[src/rtl/tbpm_fifo.sv]
`timescale 1ns / 1ps

module tbpm_fifo #(
  parameter int unsigned WIDTH = 8
) (
  input  logic             clk,
  input  logic             rst_n,
  input  logic             push,
  input  logic [WIDTH-1:0] wdata,
  output logic             full,
  input  logic             pop,
  output logic [WIDTH-1:0] rdata,
  output logic             empty
);

  logic [WIDTH-1:0] slot_r [2];
  logic             wr_ptr_r, wr_ptr_nxt;
  logic             rd_ptr_r, rd_ptr_nxt;
  logic [1:0]       count_r, count_nxt;
  logic             do_push, do_pop;

  assign full    = (count_r == 2'd2);
  assign empty   = (count_r == 2'd0);
  assign do_push = push && !full;
  assign do_pop  = pop && !empty;
  assign rdata   = slot_r[rd_ptr_r];

  // Advance pointers and count
  always_comb begin
    wr_ptr_nxt = do_push ? ~wr_ptr_r : wr_ptr_r;
    rd_ptr_nxt = do_pop ? ~rd_ptr_r : rd_ptr_r;
    count_nxt  = count_r;
    if (do_push && !do_pop) begin
      count_nxt = count_r + 2'd1;
    end else if (do_pop && !do_push) begin
      count_nxt = count_r - 2'd1;
    end
  end

  always_ff @(posedge clk) begin
    if (!rst_n) begin
      wr_ptr_r <= 1'b0;
      rd_ptr_r <= 1'b0;
      count_r  <= 2'd0;
    end else begin
      wr_ptr_r <= wr_ptr_nxt;
      rd_ptr_r <= rd_ptr_nxt;
      count_r  <= count_nxt;
    end
  end

  // Hold words in the slots
  always_ff @(posedge clk) begin
    if (do_push) begin
      slot_r[wr_ptr_r] <= wdata;
    end
  end

endmodule

[config.mk]
export PLATFORM = sky130hd
export DESIGN_NAME = tbpm_fifo
export DESIGN_NICKNAME = d
export VERILOG_FILES = /design/src/rtl/tbpm_fifo.sv
export SDC_FILE = /design/constraint.sdc
export NUM_CORES = 1
export LEC_CHECK = 0
export BUFFER_PORTS_ARGS = -buffer_cell sky130_fd_sc_hd__buf_2
export CAP_MARGIN = 20
export CORE_MARGIN = 5
export CORE_UTILIZATION = 49
export DETAILED_ROUTE_END_ITERATION = 10
export PLACE_DENSITY = 0.79
export SETUP_SLACK_MARGIN = 0.02
export SYNTH_ARGS = -nofsm -noshare
export SYNTH_HDL_FRONTEND = slang
export SYNTH_SLANG_ARGS = --single-unit
export TNS_END_PERCENT = 1
[constraint.sdc]
create_clock -name clk -period 2 [get_ports clk]
set_input_delay 0.2 -clock clk [delete_from_list [all_inputs] [get_ports clk]]
set_output_delay 0.2 -clock clk [all_outputs]
set_load 0.05 [all_outputs]
==> flow_summary.rst, run 1 <==
.. list-table::
   :header-rows: 1

   * - Metric
     - Value
   * - Outcome
     - complete, no violations
   * - Synthesis-to-finish area growth
     - 19.2%
   * - # placed instances
     - 88
   * - Worst setup skew after layout
     - ~1.1 ps
   * - Number of design-rule violations left by the first detailed-router iteration
     - 6
   * - Biggest area consumer among synthesized cells
     - sky130_fd_sc_hd__edfxtp_1
   * - Total detailed-routing wirelength
     - about 1300 µm
   * - Startpoint Class
     - register
   * - Pwr Density
     - about 1500 nW/µm²
   * - TritonCTS clock tree
     - yes
   * - Vertical extent of the die
     - 50.5 µm
   * - Kind of critical path
     - register to primary output
   * - Origin of the worst min-delay path
     - wdata[6]
   * - H-Tree Level Count
     - 1
   * - Data required time of the critical path
     - 1800 ps
   * - Number of maximum-capacitance constraint violations
     - 0
   * - Yosys cell types
     - 16
   * - Critical R2R Launch
     - count_r[0]$_SDFFE_PN0P_
   * - HPWL reported at the end of detailed placement
     - ~1000 µm
   * - Post-synthesis instance total
     - between 50 and 60
   * - Vias
     - roughly 480
   * - Remaining number of nets flagged by the antenna check after routing
     - 0
   * - Final Instance Count excl. Fillers
     - between 90 and 100
   * - Syn. warnings
     - 0
   * - Router iterations before antenna repair
     - 3
   * - DRC violations left
     - 0
   * - TritonCTS buffer count
     - 3
   * - Top cell family by delay on the critical path
     - flip-flops
   * - Vias in the first global route
     - 559
   * - Sequential area share after synthesis
     - between 70% and 80%
   * - Synth Area per Inst
     - roughly 16 µm²
   * - Clock transition at the register clock pins on the worst setup and hold paths after CTS
     - about 110 ps
   * - P_leak
     - 0.393 nW
   * - Std cell rows
     - 14
   * - Clock period minus worst slack
     - between 1500 and 2000 ps
   * - Worst hold path stage count
     - 1
   * - Setup Fix Bufs, Post-CTS
     - 0
   * - Antenna violations before repair
     - 0
   * - Ranking of synthesized cells by area
     - sky130_fd_sc_hd__edfxtp_1, sky130_fd_sc_hd__dfxtp_1, sky130_fd_sc_hd__mux2_2
   * - Starting Density
     - ~53%
   * - Fraction of layout cells with a size suffix above 1
     - roughly 45%
   * - Total overflow reported by the global router
     - 0
   * - Total of endpoints with negative setup slack in the final report
     - 0
   * - Via density
     - 5.23
   * - Worst-path fanout max
     - 8
   * - Die area
     - roughly 2500 µm²
   * - Worst-case vdd ir drop
     - 724 µV
   * - Count of nets after finishing
     - 90
   * - Final Max Tran Viols
     - 0
   * - Synthesis-stage register bit count
     - 21
   * - Global-route wire length before repair
     - roughly 2300 µm
   * - Number of buffers and inverters on the critical path
     - 1
   * - Final sum of negative setup slack
     - 0 ps
   * - Total met3 wirelength after detailed routing
     - approximately 110 µm
   * - Worst slew margin
     - between 70% and 80%
   * - Upper clock frequency limit
     - 608 MHz
   * - Setup repair after global routing missed its margin
     - no
   * - Maximum number of pins on one net before global-route repair
     - 12
   * - Number of hold-repair buffers added at the cts stage
     - 0
   * - Portion of synthesized cell area occupied by the leading cell type
     - between 50% and 60%
   * - CP max stage cell
     - sky130_fd_sc_hd__dfxtp_1
   * - Slew at the pin closest to its max-slew limit
     - between 300 and 400 ps
   * - Top layer reached by signal wires
     - met4
   * - Class of the tightest hold or removal check
     - primary input to register
   * - Average routed wire per standard cell
     - 14.4 µm
   * - Critical path depth in cells
     - 2
   * - Die boundary width
     - about 50 µm
   * - Final Cycle Share
     - 82.2%
   * - Number of hold violations in the final report
     - 0
   * - Final RePlAce weighted congestion
     - approximately 0.65
   * - Reg2Reg Depth
     - 6
   * - Kind of end point of the critical path
     - primary output
   * - Resized cells post-CTS
     - 0
   * - Insertion delay to the later sink of the worst-skew pair
     - about 290 ps
   * - Crit path largest cell delay
     - between 500 and 600 ps
   * - Cells along the critical path
     - mux2_2, buf_2
   * - Number of antenna repair diodes
     - 0
   * - Placeable core area
     - about 1500 µm²
   * - Arr. time, crit path
     - ~1400 ps
   * - Total Routing Usage GR
     - 12.2%
   * - CTS sink cnt
     - 21
   * - Mapped cell area
     - about 800 µm²
   * - Total nets after synthesis
     - 64
   * - Maximum count of clock buffers along a single path
     - 2
   * - Number of I/O pins
     - 22
   * - DRT met1 WL
     - approximately 500 µm
   * - Routed length on met2
     - ~700 µm
   * - CTS root buffer
     - sky130_fd_sc_hd__clkbuf_4
   * - IO Port Bufs
     - 21
through the flow:
step / instance area, µm² / total power, mW / util [%] / hold WS, ps / setup slack, ps
5_1_grt: 957 / 1.47 / 62.8 / 66.5 / 271
3_5_place_dp: 931 / 1.22 / 61.1 / 392 / 425
4_1_cts: 957 / 1.41 / 62.8 / 75.4 / 323
3_3_place_gp: 931 / 1.20 / 61.1 / 389 / 482
6_report: 957 / 1.40 / 62.8 / 85.4 / 355
2_1_floorplan: 803 / 1.08 / - / 299 / 188
path summary, 6_finish.rpt:
kind / to / slack (ps)
worst min register to register: rd_ptr_r$_SDFFE_PN0P_ / 530
worst min-delay path: slot_r[1][6]$_DFFE_PP_ / 90
worst max register to register: count_r[1]$_SDFFE_PN0P_ / 390
worst max-delay path: rdata[6] / 360
where the power goes:
| group | leakage (nW) | switching, mW | internal [mW] |
|---|---|---|---|
| Clock | 0.0150 | 0.119 | 0.0776 |
| Combinational | 0.188 | 0.405 | 0.179 |
| Sequential | 0.191 | 0.0582 | 0.556 |
Yosys cell counts, drive strengths merged:
cell    number
and3         1
edfxtp      16
o21a         1
inv          3
nor3         1
ha           1
nor2         5
a21oi        1
mux2         8
or3          1
dfxtp        5
buf          1
o21ai        2
a21boi       1
xor2         3
nand2b       1
layout by cell type (no fill, tap or decap):
| master | count |
|---|---|
| sky130_fd_sc_hd__o21ai_0 | 2 |
| sky130_fd_sc_hd__or3_1 | 1 |
| sky130_fd_sc_hd__ha_1 | 1 |
| sky130_fd_sc_hd__buf_2 | 21 |
| sky130_fd_sc_hd__a21oi_1 | 1 |
| sky130_fd_sc_hd__clkbuf_4 | 3 |
| sky130_fd_sc_hd__buf_4 | 1 |
| sky130_fd_sc_hd__and3_1 | 1 |
| sky130_fd_sc_hd__inv_1 | 3 |
| sky130_fd_sc_hd__mux2_2 | 8 |
| sky130_fd_sc_hd__xor2_1 | 3 |
| sky130_fd_sc_hd__edfxtp_1 | 16 |
| sky130_fd_sc_hd__nand2b_1 | 1 |
| sky130_fd_sc_hd__nor3_2 | 1 |
| sky130_fd_sc_hd__dfxtp_1 | 5 |
| sky130_fd_sc_hd__nor2_1 | 5 |
| sky130_fd_sc_hd__a21boi_0 | 1 |
| sky130_fd_sc_hd__clkbuf_1 | 1 |
| sky130_fd_sc_hd__o21a_1 | 1 |
flip-flops by register name, summed over array words and instances, names as in the netlist, named ones only:
name	cells
slot_r	16
wr_ptr_r	1
rd_ptr_r	1
count_r	2
metal layers:
layer	GRT usage, %	vias up
met5	0	-
met4	7.66	0
met3	4.44	2
met2	21.7	13
met1	11.7	232
li1	-	234
worst register-to-register path: cells and delay by family (launching register included):
| family | cells | cell delay, ps |
|---|---|---|
| and+or+nand+nor | 3 | 610 |
| adders and majority gates | 1 | 330 |
| AOI/OAI and AO/OA | 1 | 140 |
| DFF | 1 | 370 |
| buffers and inverters | 1 | 120 |
cell families (layout without fill, tap and decap cells):
family,Yosys count,in the layout,synth area share [%]
DFF,21,21,72.3
and+or+nand+nor,9,9,5.92
adders and majority gates,1,1,1.56
xor gates and xnor gates,3,3,3.27
muxes,8,8,11.2
AOI/OAI and AO/OA,5,5,3.74
buffers and inverters,4,29,2.02
cell type report:
| class | count | area, µm² |
|---|---|---|
| Multi-Input combinational cell | 26 | 206 |
| Inverter | 3 | 11.3 |
| Tap cell | 16 | 20.0 |
| Timing Repair Buffer | 22 | 113 |
| Fill cell | 131 | 567 |
| Clock buffer | 4 | 26.3 |
| Sequential cell | 21 | 581 |
No activity file was read; power rests on OpenSTA's default activity.
==> run 2, diff against run 1 <==
CORE_UTILIZATION = 44   (was 49)
PLACE_DENSITY = 0.76   (was 0.79)
clock period = 1.4 ns   (was 2 ns; I/O delays follow)
==> flow_summary.rst, run 2 (synthesized netlist as in run 1, its figures left out) <==
.. list-table::
   :header-rows: 1

   * - Metric
     - Value
   * - Outcome
     - finished with violations
   * - Violated checks
     - setup timing
   * - TritonCTS clock tree
     - yes
   * - Clock period minus worst slack
     - between 1000 and 1500 ps
   * - Final sum of negative setup slack
     - -83.5 ps
   * - Worst slew margin
     - between 80% and 90%
   * - IO Port Bufs
     - 21
   * - Top register by number of flip-flops
     - slot_r
   * - CTS root buffer
     - sky130_fd_sc_hd__clkbuf_4
   * - Count of nets after finishing
     - 99
   * - Filler cell count in the final layout
     - between 100 and 150
   * - Worst hold path stage count
     - 1
   * - Cells along the critical path
     - nand2b_4, clkinvlp_4, nor2_2, ha_2, xor2_1, or3_1, a21oi_2
   * - Least setup slack across all paths after layout
     - -83.5 ps
   * - Upper clock frequency limit
     - 674 MHz
   * - Slew at the pin closest to its max-slew limit
     - around 210 ps
   * - P_leak
     - between 0.4 and 0.5 nW
   * - Utilization of the core after routing
     - between 60% and 70%
   * - Fraction of layout cells with a size suffix above 1
     - between 60% and 70%
   * - Internal power component
     - 1.45 mW
   * - Via density
     - about 4.6
   * - Total area of sequential cells
     - 587 µm²
   * - Top Registers
     - slot_r (16), count_r (2)
   * - Max reg flops
     - 16
   * - Number of maximum-capacitance constraint violations
     - 0
   * - Pwr Density
     - 2080 nW/µm²
   * - Sequential power share
     - 37.4%
   * - Synthesis-to-finish area growth
     - 42.1%
   * - TritonCTS buffer count
     - 3
   * - Std cell rows
     - 15
   * - Router iterations before antenna repair
     - 4
   * - Remaining number of nets flagged by the antenna check after routing
     - 0
   * - Worst-path fanout max
     - 3
   * - Final Instance Count excl. Fillers
     - 110
   * - Number of buffers and inverters on the critical path
     - 1
   * - Number of I/O pins
     - 22
   * - Placeable core area
     - 1730 µm²
   * - Net switching power of the design
     - 0.927 mW
   * - Most frequent standard cell in the layout excluding fill and tap cells
     - sky130_fd_sc_hd__edfxtp_1
   * - Kind of critical path
     - register to register
   * - Worst setup skew after layout
     - just over 4 ps
   * - Final Max Tran Viols
     - 0
   * - Startpoint Class
     - register
   * - HPWL reported at the end of detailed placement
     - between 900 and 1000 µm
   * - Maximum number of pins on one net before global-route repair
     - 13
   * - Arr. time, crit path
     - 1710 ps
   * - Switching share of power
     - between 30% and 40%
   * - Total of endpoints with negative setup slack in the final report
     - 1
   * - Die boundary width
     - 52.7 µm
   * - Commonest cells after routing, fill and taps aside
     - sky130_fd_sc_hd__edfxtp_1, sky130_fd_sc_hd__buf_2, sky130_fd_sc_hd__buf_6
   * - Total Routing Usage GR
     - between 10% and 20%
   * - Starting Density
     - a little under half
   * - CTS sink cnt
     - 21
   * - Critical path depth in cells
     - 7
   * - Global-route wire length before repair
     - between 2000 and 2500 µm
   * - Kind of end point of the critical path
     - register
   * - # placed instances
     - approximately 100
   * - Class of the tightest hold or removal check
     - primary input to register
   * - Die area
     - 2780 µm²
   * - Vertical extent of the die
     - roughly 53 µm
   * - Worst-case vdd ir drop
     - around 1300 µV
   * - DRC violations left
     - 0
   * - Proportion of power drawn by combinational gates
     - 50.8%
   * - Top cell family by delay on the critical path
     - simple AND/OR/NAND/NOR gates
   * - CP max stage cell
     - sky130_fd_sc_hd__or3_1
   * - Data required time of the critical path
     - ~1600 ps
   * - Setup repair after global routing missed its margin
     - yes
   * - Final RePlAce weighted congestion
     - roughly 0.67
   * - Total overflow reported by the global router
     - 0
   * - Footprint of the multi-input gates
     - between 200 and 250 µm²
   * - Maximum count of clock buffers along a single path
     - 2
   * - Vias
     - between 500 and 600
   * - Average routed wire per standard cell
     - between 10 and 15 µm
   * - Total detailed-routing wirelength
     - between 1000 and 1500 µm
   * - Final Cycle Share
     - 106%
   * - Insertion delay to the later sink of the worst-skew pair
     - ~290 ps
   * - Number of design-rule violations left by the first detailed-router iteration
     - 2
   * - Number of antenna repair diodes
     - 0
   * - Vias in the first global route
     - 560
   * - H-Tree Level Count
     - 1
   * - Antenna violations before repair
     - 0
   * - Reg2Reg Depth
     - 7
   * - Clock transition at the register clock pins on the worst setup and hold paths after CTS
     - approximately 110 ps
   * - Crit path largest cell delay
     - approximately 380 ps
   * - Clk pwr share
     - a little under an eighth
   * - Hold slack
     - 24.8 ps
   * - Number of hold violations in the final report
     - 0
[run 2: final timing paths]
path,start,end,slack [ps]
max,count_r[0]$_SDFFE_PN0P_,count_r[1]$_SDFFE_PN0P_,-80
min,wdata[4],slot_r[0][4]$_DFFE_PP_,20
max reg2reg,count_r[0]$_SDFFE_PN0P_,count_r[1]$_SDFFE_PN0P_,-80
min reg2reg,rd_ptr_r$_SDFFE_PN0P_,rd_ptr_r$_SDFFE_PN0P_,530
[run 2: final cells by class]
class	instances	area share (%)
Clock buffer	3	1.97
Multi-Input combinational cell	26	19.7
Clock inverter	1	0.439
Inverter	3	1.32
Tap cell	25	2.74
Sequential cell	21	51.4
Timing Repair Buffer	31	22.4
[run 2: what timing repair did]
action                                  in CTS  in global routing
setup buffers                                2                  0
hold buffers                                 0                  0
endpoints found under the setup margin       9                 11
pin swaps                                    3                  1
gates resized for setup                     23                  6
[run 2: power groups by stage]
stage,combinational [mW],clock [mW],sequential [mW]
2_1_floorplan,0.724,0,0.859
3_3_place_gp,0.968,0,0.887
3_5_place_dp,0.980,0,0.894
4_1_cts,1.15,0.286,0.890
5_1_grt,1.28,0.320,0.904
6_report,1.21,0.279,0.890
[run 2: layer usage]
metal	GRT usage, %	routed length [µm]	vias to the layer above
li1	-	-	251
met4	6.38	14	0
met1	11.1	528	243
met5	0	0	-
met3	3.13	82	2
met2	22.3	872	13
[run 2: stage by stage]
stage / setup WS, ps / total power, mW / area (µm²)
after global placement: -9.23 / 1.85 / 1020
after CTS: -45.4 / 2.32 / 1120
final: -83.5 / 2.38 / 1140
after detailed placement: -98.9 / 1.87 / 1020
after floorplan: -265 / 1.58 / 816
after global routing: -170 / 2.51 / 1140
