File: src/rtl/tbpm_pkg.sv
`timescale 1ns / 1ps

package tbpm_pkg;

  // Structure characters
  localparam logic [7:0] SYM_ROUND_OPEN   = 8'h28;
  localparam logic [7:0] SYM_ROUND_CLOSE  = 8'h29;
  localparam logic [7:0] SYM_SQUARE_OPEN  = 8'h5B;
  localparam logic [7:0] SYM_SQUARE_CLOSE = 8'h5D;

  // Sticky error codes
  localparam logic [2:0] ERR_NONE         = 3'd0;
  localparam logic [2:0] ERR_ROUND_UNDER  = 3'd1;
  localparam logic [2:0] ERR_SQUARE_UNDER = 3'd2;
  localparam logic [2:0] ERR_ROUND_OPEN   = 3'd3;
  localparam logic [2:0] ERR_SQUARE_OPEN  = 3'd4;
  localparam logic [2:0] ERR_TOO_LONG     = 3'd5;

  // Output field widths
  localparam int unsigned POS_FIELD_W = 11;
  localparam int unsigned ERR_FIELD_W = 3;

  // Command class handed from front to back
  typedef enum logic [2:0] {
    OP_NONE        = 3'd0,
    OP_ROUND_PUSH  = 3'd1,
    OP_ROUND_POP   = 3'd2,
    OP_SQUARE_PUSH = 3'd3,
    OP_SQUARE_POP  = 3'd4,
    OP_TOO_LONG    = 3'd5
  } op_t;

  localparam int unsigned OP_W = 3;

  // Stack control from back to one stack
  typedef struct packed {
    logic push;
    logic pop;
    logic clear;
  } stk_ctrl_t;

  // Stack status from one stack to back
  typedef struct packed {
    logic empty;
    logic single;
  } stk_status_t;

endpackage

File: src/rtl/tbpm_front.sv
`timescale 1ns / 1ps

module tbpm_front #(
  parameter int unsigned MAX_LENGTH = 1024,
  parameter int unsigned PW         = 11
) (
  input  logic                          clk,
  input  logic                          rst_n,
  input  logic                          in_push,
  input  logic [7:0]                    in_symbol,
  input  logic                          in_is_last,
  input  logic                          q_full,
  output logic                          q_push,
  output logic [tbpm_pkg::OP_W+PW:0]    q_data
);

  localparam logic [PW-1:0] MAX_POS = PW'(MAX_LENGTH);

  logic [PW-1:0]   cnt_r, cnt_nxt;
  logic [PW-1:0]   pos;
  tbpm_pkg::op_t   op;
  logic            accept;

  assign accept = in_push && !q_full;
  assign q_push = accept;

  // Saturate the position one past the maximum length
  assign pos = (cnt_r <= MAX_POS) ? cnt_r + PW'(1) : cnt_r;

  // Classify the character
  always_comb begin
    if (pos > MAX_POS) begin
      op = tbpm_pkg::OP_TOO_LONG;
    end else begin
      case (in_symbol)
        tbpm_pkg::SYM_ROUND_OPEN:   op = tbpm_pkg::OP_ROUND_PUSH;
        tbpm_pkg::SYM_ROUND_CLOSE:  op = tbpm_pkg::OP_ROUND_POP;
        tbpm_pkg::SYM_SQUARE_OPEN:  op = tbpm_pkg::OP_SQUARE_PUSH;
        tbpm_pkg::SYM_SQUARE_CLOSE: op = tbpm_pkg::OP_SQUARE_POP;
        default:                    op = tbpm_pkg::OP_NONE;
      endcase
    end
  end

  assign q_data = {op, in_is_last, pos};

  // Advance the counter; restart after the last character
  always_comb begin
    cnt_nxt = cnt_r;
    if (accept) begin
      cnt_nxt = in_is_last ? '0 : pos;
    end
  end

  always_ff @(posedge clk) begin
    if (!rst_n) begin
      cnt_r <= '0;
    end else begin
      cnt_r <= cnt_nxt;
    end
  end

endmodule

File: config.mk
export PLATFORM = sky130hd
export DESIGN_NAME = tbpm_front
export DESIGN_NICKNAME = d
export VERILOG_FILES = /design/src/rtl/tbpm_pkg.sv /design/src/rtl/tbpm_front.sv
export SDC_FILE = /design/constraint.sdc
export NUM_CORES = 1
export LEC_CHECK = 0
export ABC_AREA = 1
export BUFFER_PORTS_ARGS = -buffer_cell sky130_fd_sc_hd__buf_2
export CORE_AREA = 8 8 47 86
export CTS_CLUSTER_SIZE = 12
export DETAILED_ROUTE_END_ITERATION = 6
export DIE_AREA = 0 0 55 94
export SYNTH_ARGS = -nofsm -noshare
export SYNTH_HDL_FRONTEND = slang
export SYNTH_SLANG_ARGS = --single-unit
File: constraint.sdc
create_clock -name clk -period 2.7 [get_ports clk]
set_clock_uncertainty 0.05 [all_clocks]
set_input_delay 0.54 -clock clk [delete_from_list [all_inputs] [get_ports clk]]
set_output_delay 0.54 -clock clk [all_outputs]
set_load 0.02 [all_outputs]
==> impl_metrics.yaml, run 1 <==
logic_synthesis:
  yosysTopAreaCell: "nand2_1"
  yosysWarnings: 0
  synth_top_area_share: 0.250
  seq_area_frac_synth: 0.229
  syn_inst: 171
  synthTopCellsByArea: "nand2_1, dfxtp_1, inv_1, nand3_1, nor2_1"
  synth_area_per_cell_um2: 5.63
  synth-seq-cells: 11
  syn_nets: 186
  netlist_area_um2: 962
  yosysUniqueCellTypes: 24
sta:
  min_period_over_period: 0.953
  slew_headroom: 0.666
  max_clock_freq_mhz: 389
  drv_slew: 0
  min_period_ns: 2.57
  finalHoldViolCount: 0
  rsz0062_at_grt: "no"
  setup_tns_ns: 0
  setup_viol: 0
  worst_pin_slew_ns: 0.500
  worst_slack_ns: 0.128
placed_design:
  dp_cells: 228
  dp_hpwl_um: 2390
  globalplace.congestion: 0.934
  portBuffers: 28
  dp_slack_ns: 0.143
worst_hold_path:
  min_path_cells: 2
  worstHoldPathType: "reg2reg"
  min_from: "cnt_r[1]"
  hold_end: "cnt_r[1]"
grt:
  grt_usage: 0.118
  grt_pass1_vias: 1111
  grt_pass1_wl_um: 4600
  gr-total-overflow: 0
  antenna_found_initial: 0
  grt_max_degree: 13
floorplan:
  initial_utilization: 0.327
  die_h_um: 94
  rows: 28
  core_um2: 2940
  die_w_um: 55
  die_area_um2: 5170
  io_pins: 29
worst_setup_path:
  endpoint_kind: "output pin"
  setup.worst_path.class: "reg2out"
  critPathRequiredTime_ns: 2.11
  critPathMaxFanout: 8
  reg2regPathDepth: 11
  r2r-start: "cnt_r[0]"
  worstPathArrival_ns: 1.98
  r2r_slack_ns: 1.15
  worstReg2RegEnd: "cnt_r[3]"
  crit_path_start_kind: "register"
drt:
  first_pass_iters: 5
  ant_nets: 0
  vias: 1175
  drc: 0
  avgRoutedWirePerCell_um: 13.1
  totalWireLength_um: 3110
  dr.first_iter.drc_count: 44
  avgViaCountPerCell: 4.96
layout:
  largest_reg_flops: 11
  largest-register: "cnt_r"
  finalNonFillerCells: 237
  largestRegisters: "cnt_r x11"
  drive_above_1_share: 0.343
  antenna_cells: 0
  fill_cells: 337
  area_growth_pct: 38.2
  nets: 223
clocking:
  cts.sinks: 11
  insertion_delay_ns: 0.24
  cts_hold_buf: 0
  max-clock-path-buffers: 2
  htree_levels: 1
  cts_buffers: 3
  clk_pin_slew_ns: 0.05
  cts_tree: "built"
  clock-root-buffer: "clkbuf_8"
job:
  drv_cap: 0
power_and_ir_drop:
  power.density_nw_per_um2: 288
  leakage_nw: 0.694
  irDropWorstVdd_mv: 0.265
status:
  status: "finished, final reports clean"
[how the worst max path moves through the flow]
stage / startpoint / end / depth (start not counted) / slack, ns
finish: cnt_r[0] / q_data[12] / 13 / 0.13
global route: cnt_r[1] / q_data[14] / 15 / 0.003
CTS: cnt_r[0] / q_data[12] / 15 / 0.03
detailed placement: cnt_r[0] / q_data[12] / 13 / 0.14
global placement: cnt_r[0] / q_data[12] / 13 / 0.18
floorplan: cnt_r[0] / q_data[13] / 14 / 0.31
[per-layer routing]
metal	track usage	routed length [um]	vias to the layer above
met3	0.0175	199	18
met4	0.0847	194	0
met5	0	0	-
met1	0.102	1030	508
li1	-	-	601
met2	0.221	1690	48
[kinds of logic after synthesis]
logic type | count (synthesis) | share of synthesized area
simple gates | 105 | 0.458
buf+inv | 33 | 0.152
compound gates | 17 | 0.100
flops | 11 | 0.229
xor+xnor | 3 | 0.0351
fa+ha+maj | 2 | 0.0260
[repair_timing]
| action | in CTS | in global routing |
|---|---|---|
| resized for setup | 3 | 33 |
| setup endpoints to repair | 3 | 3 |
| buffers inserted | 0 | 4 |
| cloned | 0 | 1 |
| pin swaps | 0 | 12 |
[power breakdown]
part	switching, mW	total, mW	internal, mW
clock network	0.0663	0.170	0.104
logic	0.0296	0.0482	0.0186
registers	0.00160	0.164	0.163
[critical path, cell delays in order, from the launching register on]
cell and delay (ns):
dfxtp_4 0.36, inv_4 0.07, ha_4 0.12, nand2_2 0.05, nor2_2 0.15, nand2_4 0.11, nand2_4 0.13, xor2_2 0.16
nand2_1 0.09, nor2_1 0.11, nand2_1 0.09, nand2_1 0.09, nand2_1 0.07, buf_6 0.13
[cells in the mapped netlist (all sizes together)]
cell type and instances:
inv 25, nand4 2, o21ai 1, o21bai 1
a31oi 2, a21oi 12, a21boi 1, ha 2
nand3 15, nor2 17, nand2 67, xnor2 1
dfxtp 11, nand3b 2, or2 1, nor4b 1
buf 5, xor2 2, clkbuf 3
[layout make-up]
type | instances | area [um2] | share of cell area
Multi-Input combinational cell | 128 | 688 | 0.517
Timing Repair Buffer | 39 | 235 | 0.177
Tap cell | 30 | 37.5 | 0.0282
Clock buffer | 4 | 45.0 | 0.0339
Inverter | 25 | 96.3 | 0.0724
Sequential cell | 11 | 228 | 0.171
[metrics by stage]
stage | power [mW] | instance area, um2 | hold slack, ns | utilization
3_3_place_gp | 0.210 | 1140 | 0.449 | 0.387
6_report | 0.383 | 1330 | 0.462 | 0.452
2_1_floorplan | 0.193 | 962 | 0.423 | -
4_1_cts | 0.381 | 1190 | 0.462 | 0.406
5_1_grt | 0.399 | 1330 | 0.483 | 0.452
3_5_place_dp | 0.211 | 1140 | 0.453 | 0.387
[cell usage in the layout (no fill, tap or decap), types with 3 or more instances in the layout]
| cell | instances |
|---|---|
| nor2_1 | 15 |
| nand2_1 | 55 |
| inv_1 | 22 |
| buf_2 | 26 |
| dfxtp_2 | 3 |
| a21oi_1 | 11 |
| nand2_2 | 10 |
| nand3_1 | 13 |
| clkbuf_8 | 3 |
| nand2_4 | 3 |
| buf_4 | 11 |
| dfxtp_1 | 7 |
Power figures use the tool's default switching activity.
==> run 2: changes to the inputs <==
--- a/config.mk
+++ b/config.mk
@@ -7,10 +7,11 @@
 export LEC_CHECK = 0
 export ABC_AREA = 1
 export BUFFER_PORTS_ARGS = -buffer_cell sky130_fd_sc_hd__buf_2
-export CORE_AREA = 8 8 47 86
+export CORE_AREA = 8 8 62 64
 export CTS_CLUSTER_SIZE = 12
 export DETAILED_ROUTE_END_ITERATION = 6
-export DIE_AREA = 0 0 55 94
+export DIE_AREA = 0 0 70 72
+export RECOVER_POWER = 50
 export SYNTH_ARGS = -nofsm -noshare
 export SYNTH_HDL_FRONTEND = slang
 export SYNTH_SLANG_ARGS = --single-unit
==> constraint.sdc (replaced) <==
create_clock -name clk -period 2.5 [get_ports clk]
set_clock_uncertainty 0.05 [all_clocks]
set_input_delay 0.5 -clock clk [delete_from_list [all_inputs] [get_ports clk]]
set_output_delay 0.5 -clock clk [all_outputs]
set_load 0.02 [all_outputs]
==> run 2 against run 1 <==
The flow now finishes with violations (setup timing). Sequential share of layout area up 0.32 points. Critical path depth up 1. Global-route usage about the same. Sequential power up 7%. Register-to-register slack worse by 0.29 ns. Sequential cell count unchanged. Highest routed layer unchanged. Setup slack worse by 0.18 ns. Hold slack worse by 0.0029 ns. Largest cell class unchanged. Die area down 2.5%. Largest power group is now sequential cells.
==> impl_metrics.yaml, run 2 (synthesis results as in run 1) <==
clocking:
  max-clock-path-buffers: 2
  cts_tree: "built"
  insertion_delay_ns: 0.27
  htree_levels: 1
  clock-root-buffer: "clkbuf_4"
  cts.sinks: 11
  clk_pin_slew_ns: 0.07
  cts_buffers: 3
layout:
  finalNonFillerCells: 240
  final_cell_mix: "nand2_1, buf_2, inv_1"
  utilization: 0.452
  final_common_cell: "nand2_1"
  nets: 223
  drive_above_1_share: 0.329
  largest-register: "cnt_r"
  area_growth_pct: 36.4
  largestRegisters: "cnt_r x11"
  antenna_cells: 0
  fill_cells: 331
  largest_reg_flops: 11
floorplan:
  die_h_um: 72
  rows: 20
  die_w_um: 70
  die_area_um2: 5040
  core_um2: 2900
  initial_utilization: 0.331
  io_pins: 29
status:
  violations: "setup timing"
  status: "finished, violations left"
power_and_ir_drop:
  power.density_nw_per_um2: 270
  irDropWorstVdd_mv: 0.227
  leakage_nw: 0.688
grt:
  grt_pass1_vias: 1132
  gr-total-overflow: 0
  grt_pass1_wl_um: 5000
  grt_usage: 0.119
  grt_max_degree: 13
  antenna_found_initial: 0
worst_setup_path:
  setup.worst_path.class: "reg2out"
  r2r-start: "cnt_r[0]"
  crit_path_start_kind: "register"
  worstPathArrival_ns: 2.00
  critPathMaxFanout: 6
  endpoint_kind: "output pin"
  r2r_slack_ns: 0.86
  critPathRequiredTime_ns: 1.95
  crit_start: "cnt_r[0]"
placed_design:
  dp_cells: 231
  portBuffers: 28
  dp_hpwl_um: 2160
  globalplace.congestion: 0.876
drt:
  avgRoutedWirePerCell_um: 12.6
  dr.first_iter.drc_count: 42
  vias: 1157
  avgViaCountPerCell: 4.82
  ant_nets: 0
  first_pass_iters: 4
  totalWireLength_um: 3010
  drc: 0
sta:
  setup_tns_ns: -0.114
  max_clock_freq_mhz: 392
  rsz0062_at_grt: "yes"
  min_period_ns: 2.55
  slew_headroom: 0.701
  min_period_over_period: 1.02
  finalHoldViolCount: 0
  drv_slew: 0
  setup_viol: 3
  worst_pin_slew_ns: 0.448
  worst_slack_ns: -0.0483
job:
  drv_cap: 0
worst_hold_path:
  worstHoldPathType: "reg2reg"
  min_from: "cnt_r[1]"
==> run 2: cell type report <==
cell class / instances / area (um2) / share of cell area
Multi-Input combinational cell: 128 / 679 / 0.518
Inverter: 25 / 93.8 / 0.0715
Tap cell: 33 / 41.3 / 0.0315
Sequential cell: 11 / 229 / 0.174
Clock buffer: 4 / 26.3 / 0.0200
Timing Repair Buffer: 39 / 243 / 0.185
==> run 2: metrics by stage <==
| stage | hold slack (ns) | setup slack [ns] | cell area (um2) | total power [mW] |
|---|---|---|---|---|
| after floorplan | 0.423 | 0.150 | 962 | 0.208 |
| after global placement | 0.454 | 0.0985 | 1140 | 0.229 |
| after detailed placement | 0.451 | 0.110 | 1140 | 0.229 |
| after CTS | 0.451 | -0.0426 | 1210 | 0.362 |
| after global routing | 0.488 | -0.235 | 1310 | 0.377 |
| final | 0.459 | -0.0483 | 1310 | 0.354 |
==> run 2: power breakdown <==
group	internal [mW]	leakage, nW	switching, mW
Sequential	0.174	0.0907	0.00115
Clock	0.0619	0.0150	0.0647
Combinational	0.0191	0.583	0.0331
Total	0.255	0.688	0.0989
==> run 2: critical path, cell delays in order, from the launching register on <==
cell	delay, ns
dfxtp_4	0.36
inv_2	0.05
ha_1	0.13
nand2_1	0.04
nor2_1	0.10
nand2_2	0.12
buf_6	0.16
nand3_2	0.06
nand2_2	0.08
nor2_4	0.09
nand2_2	0.07
nor2_4	0.10
nand2_2	0.07
a21oi_2	0.15
buf_6	0.13
==> run 2: path summary, 6_finish.rpt <==
kind	to	cells after the start
min	cnt_r[1]	2
max reg2reg	cnt_r[3]	12
min reg2reg	cnt_r[1]	2
max	q_data[13]	14
==> run 2: routing by layer <==
| metal | up-vias | track usage | share of wire |
|---|---|---|---|
| li1 | 601 | - | - |
| met1 | 527 | 0.135 | 0.43 |
| met2 | 25 | 0.203 | 0.50 |
| met3 | 4 | 0.0300 | 0.055 |
| met4 | 0 | 0.0580 | 0.014 |
| met5 | - | 0 | 0 |
==> run 2: what timing repair did <==
item | 4_1_cts | 5_1_grt
resized for setup | 11 | 27
cloned | 0 | 1
pin swaps | 4 | 12
setup endpoints to repair | 3 | 5
hold buffers | 0 | 0
buffers inserted | 2 | 2
==> run 3: changes to the inputs <==
--- a/config.mk
+++ b/config.mk
@@ -11,6 +11,7 @@
 export CTS_CLUSTER_SIZE = 12
 export DETAILED_ROUTE_END_ITERATION = 6
 export DIE_AREA = 0 0 70 72
+export PLACE_DENSITY = 0.67
 export RECOVER_POWER = 50
 export SYNTH_ARGS = -nofsm -noshare
 export SYNTH_HDL_FRONTEND = slang
==> run 3 against run 2 <==
The flow still finishes with violations (setup timing). Sequential share of layout area shrank 0.16 points. Non-clock buffer count down 3. Register-to-register slack improved by 0.12 ns. Clock power hardly changed. Wire length shrank 6.8%. Combinational power grew 4.0%. Design area increased by 0.38%. Sequential power hardly changed. Power grew 1.7%. Clock-buffer cell count shrank 1. Setup slack got worse by 0.0036 ns. Critical path type unchanged.
==> impl_metrics.yaml, run 3 (synthesis results as in run 1) <==
status:
  status: "finished, violations left"
  violations: "setup timing"
layout:
  largest_reg_flops: 11
  largest-register: "cnt_r"
  final_common_cell: "nand2_1"
  final_cell_mix: "nand2_1, buf_2, inv_1"
  antenna_cells: 0
  area_growth_pct: 36.9
  nets: 220
  largestRegisters: "cnt_r x11"
  drive_above_1_share: 0.392
  final_cell_area_um2: 1320
worst_setup_path:
  crit_path_start_kind: "register"
  crit_buf_inv: 1
  worstReg2RegEnd: "cnt_r[3]"
  critPathMaxFanout: 6
  cp_cell_sequence: "or2_0, nor2_1, nand2_2, nand2_4, xor2_2, nand2_2, nor2_2, nand2_2, a21oi_2, buf_6"
  setup.worst_path.class: "reg2out"
  worstPathArrival_ns: 2.00
  critPathTopFamily: "simple AND/OR/NAND/NOR gates"
  r2r_slack_ns: 0.98
  reg2regPathDepth: 9
  r2r-start: "cnt_r[2]"
  worst_path_largest_cell_delay_ns: 0.35
  critPathRequiredTime_ns: 1.95
  crit_start: "cnt_r[2]"
  endpoint_kind: "output pin"
  slowest_stage: "dfxtp_2"
  cpMostUsedCell: "nand2_2"
power_and_ir_drop:
  pwr-share-clk: 0.360
  p_seq_frac: 0.489
  combPwrFrac: 0.151
  net-switching-power_uw: 105
  irDropWorstVdd_mv: 0.176
  swShare: 0.291
  intPower_uw: 255
  leakage_nw: 0.676
  power.density_nw_per_um2: 274
  p_total_uw: 360
clocking:
  clk_pin_slew_ns: 0.08
  insertion_delay_ns: 0.28
  htree_levels: 1
  clock-root-buffer: "clkbuf_4"
  cts_tree: "built"
  max-clock-path-buffers: 2
  cts.sinks: 11
  cts_buffers: 3
job:
  drv_cap: 0
grt:
  grt_max_degree: 13
  grt_usage: 0.105
  grt_pass1_wl_um: 4420
  antenna_found_initial: 0
  gr-total-overflow: 0
  grt_pass1_vias: 967
drt:
  dr.first_iter.drc_count: 40
  drc: 0
  totalWireLength_um: 2810
  avgRoutedWirePerCell_um: 11.8
  first_pass_iters: 4
  avgViaCountPerCell: 4.79
  ant_nets: 0
  vias: 1135
floorplan:
  die_h_um: 72
  core_um2: 2900
  die_area_um2: 5040
  io_pins: 29
  rows: 20
  die_w_um: 70
  initial_utilization: 0.331
sta:
  worst_slack_ns: -0.0519
  whs_ns: 0.456
  drv_slew: 0
  min_period_over_period: 1.02
  min_period_ns: 2.55
  slew_headroom: 0.722
  max_clock_freq_mhz: 392
  setup_viol: 3
  worst_pin_slew_ns: 0.411
  rsz0062_at_grt: "yes"
  finalHoldViolCount: 0
placed_design:
  portBuffers: 28
  dp_hpwl_um: 2030
  globalplace.congestion: 0.852
  placed_area_um2: 1140
worst_hold_path:
  worstHoldPathType: "reg2reg"
  min_from: "cnt_r[1]"
  min_path_cells: 2
  hold_end: "cnt_r[1]"
## run 3: layer usage
layer | wire, um | GRT usage | up-vias | share of wire
li1 | - | - | 596 | -
met1 | 1190 | 0.121 | 508 | 0.43
met2 | 1430 | 0.166 | 24 | 0.51
met3 | 113 | 0.0341 | 7 | 0.040
met4 | 71 | 0.0580 | 0 | 0.025
met5 | 0 | 0 | - | 0
## run 3: worst max path at each step
| stage | endpoint | slack [ns] | cells past startpoint |
|---|---|---|---|
| floorplan | q_data[13] | 0.15 | 14 |
| global placement | q_data[14] | 0.13 | 13 |
| detailed placement | q_data[13] | 0.11 | 12 |
| CTS | q_data[14] | -0.007 | 15 |
| global route | q_data[13] | -0.22 | 12 |
| finish | q_data[13] | -0.05 | 10 |
## run 3: power groups by stage
| stage | clock (mW) | combinational, mW | sequential [mW] |
|---|---|---|---|
| 3_3_place_gp | 0 | 0.0473 | 0.181 |
| 4_1_cts | 0.135 | 0.0503 | 0.177 |
| 2_1_floorplan | 0 | 0.0272 | 0.181 |
| 3_5_place_dp | 0 | 0.0477 | 0.181 |
| 5_1_grt | 0.144 | 0.0599 | 0.177 |
| 6_report | 0.130 | 0.0543 | 0.176 |
## run 3: timing repair
action | 4_1_cts | 5_1_grt
pin swaps | 8 | 13
buffers inserted | 2 | 0
resized for setup | 19 | 29
endpoints found under the hold margin | 0 | 0
setup endpoints to repair | 3 | 3
hold buffers | 0 | 0
gates cloned | 0 | 1
## run 3: worst register-to-register path, delay by kind of cell, from the launching register on
kind | cells | cell delay, ns
DFF | 1 | 0.35
AOI/OAI and AO/OA | 1 | 0.05
and+or+nand+nor | 6 | 0.64
buffers and inverters | 2 | 0.30
## run 3: layout make-up
| type | count | area (um2) |
|---|---|---|
| inverter | 25 | 93.8 |
| multi-input combinational | 128 | 706 |
| clock inverter | 1 | 5.00 |
| tap | 33 | 41.3 |
| sequential | 11 | 228 |
| clock buffer | 3 | 22.5 |
| timing repair buffer | 36 | 221 |
| fill | 287 | 1590 |
## run 3: metrics by stage
step / setup slack (ns) / TNS [ns] / instances / utilization
CTS: -0.00662 / -0.00817 / 236 / 0.421
global placement: 0.128 / 0 / 230 / 0.391
floorplan: 0.150 / 0 / 171 / -
finish: -0.0519 / -0.0969 / 237 / 0.454
detailed placement: 0.110 / 0 / 230 / 0.391
global route: -0.219 / -0.603 / 237 / 0.454
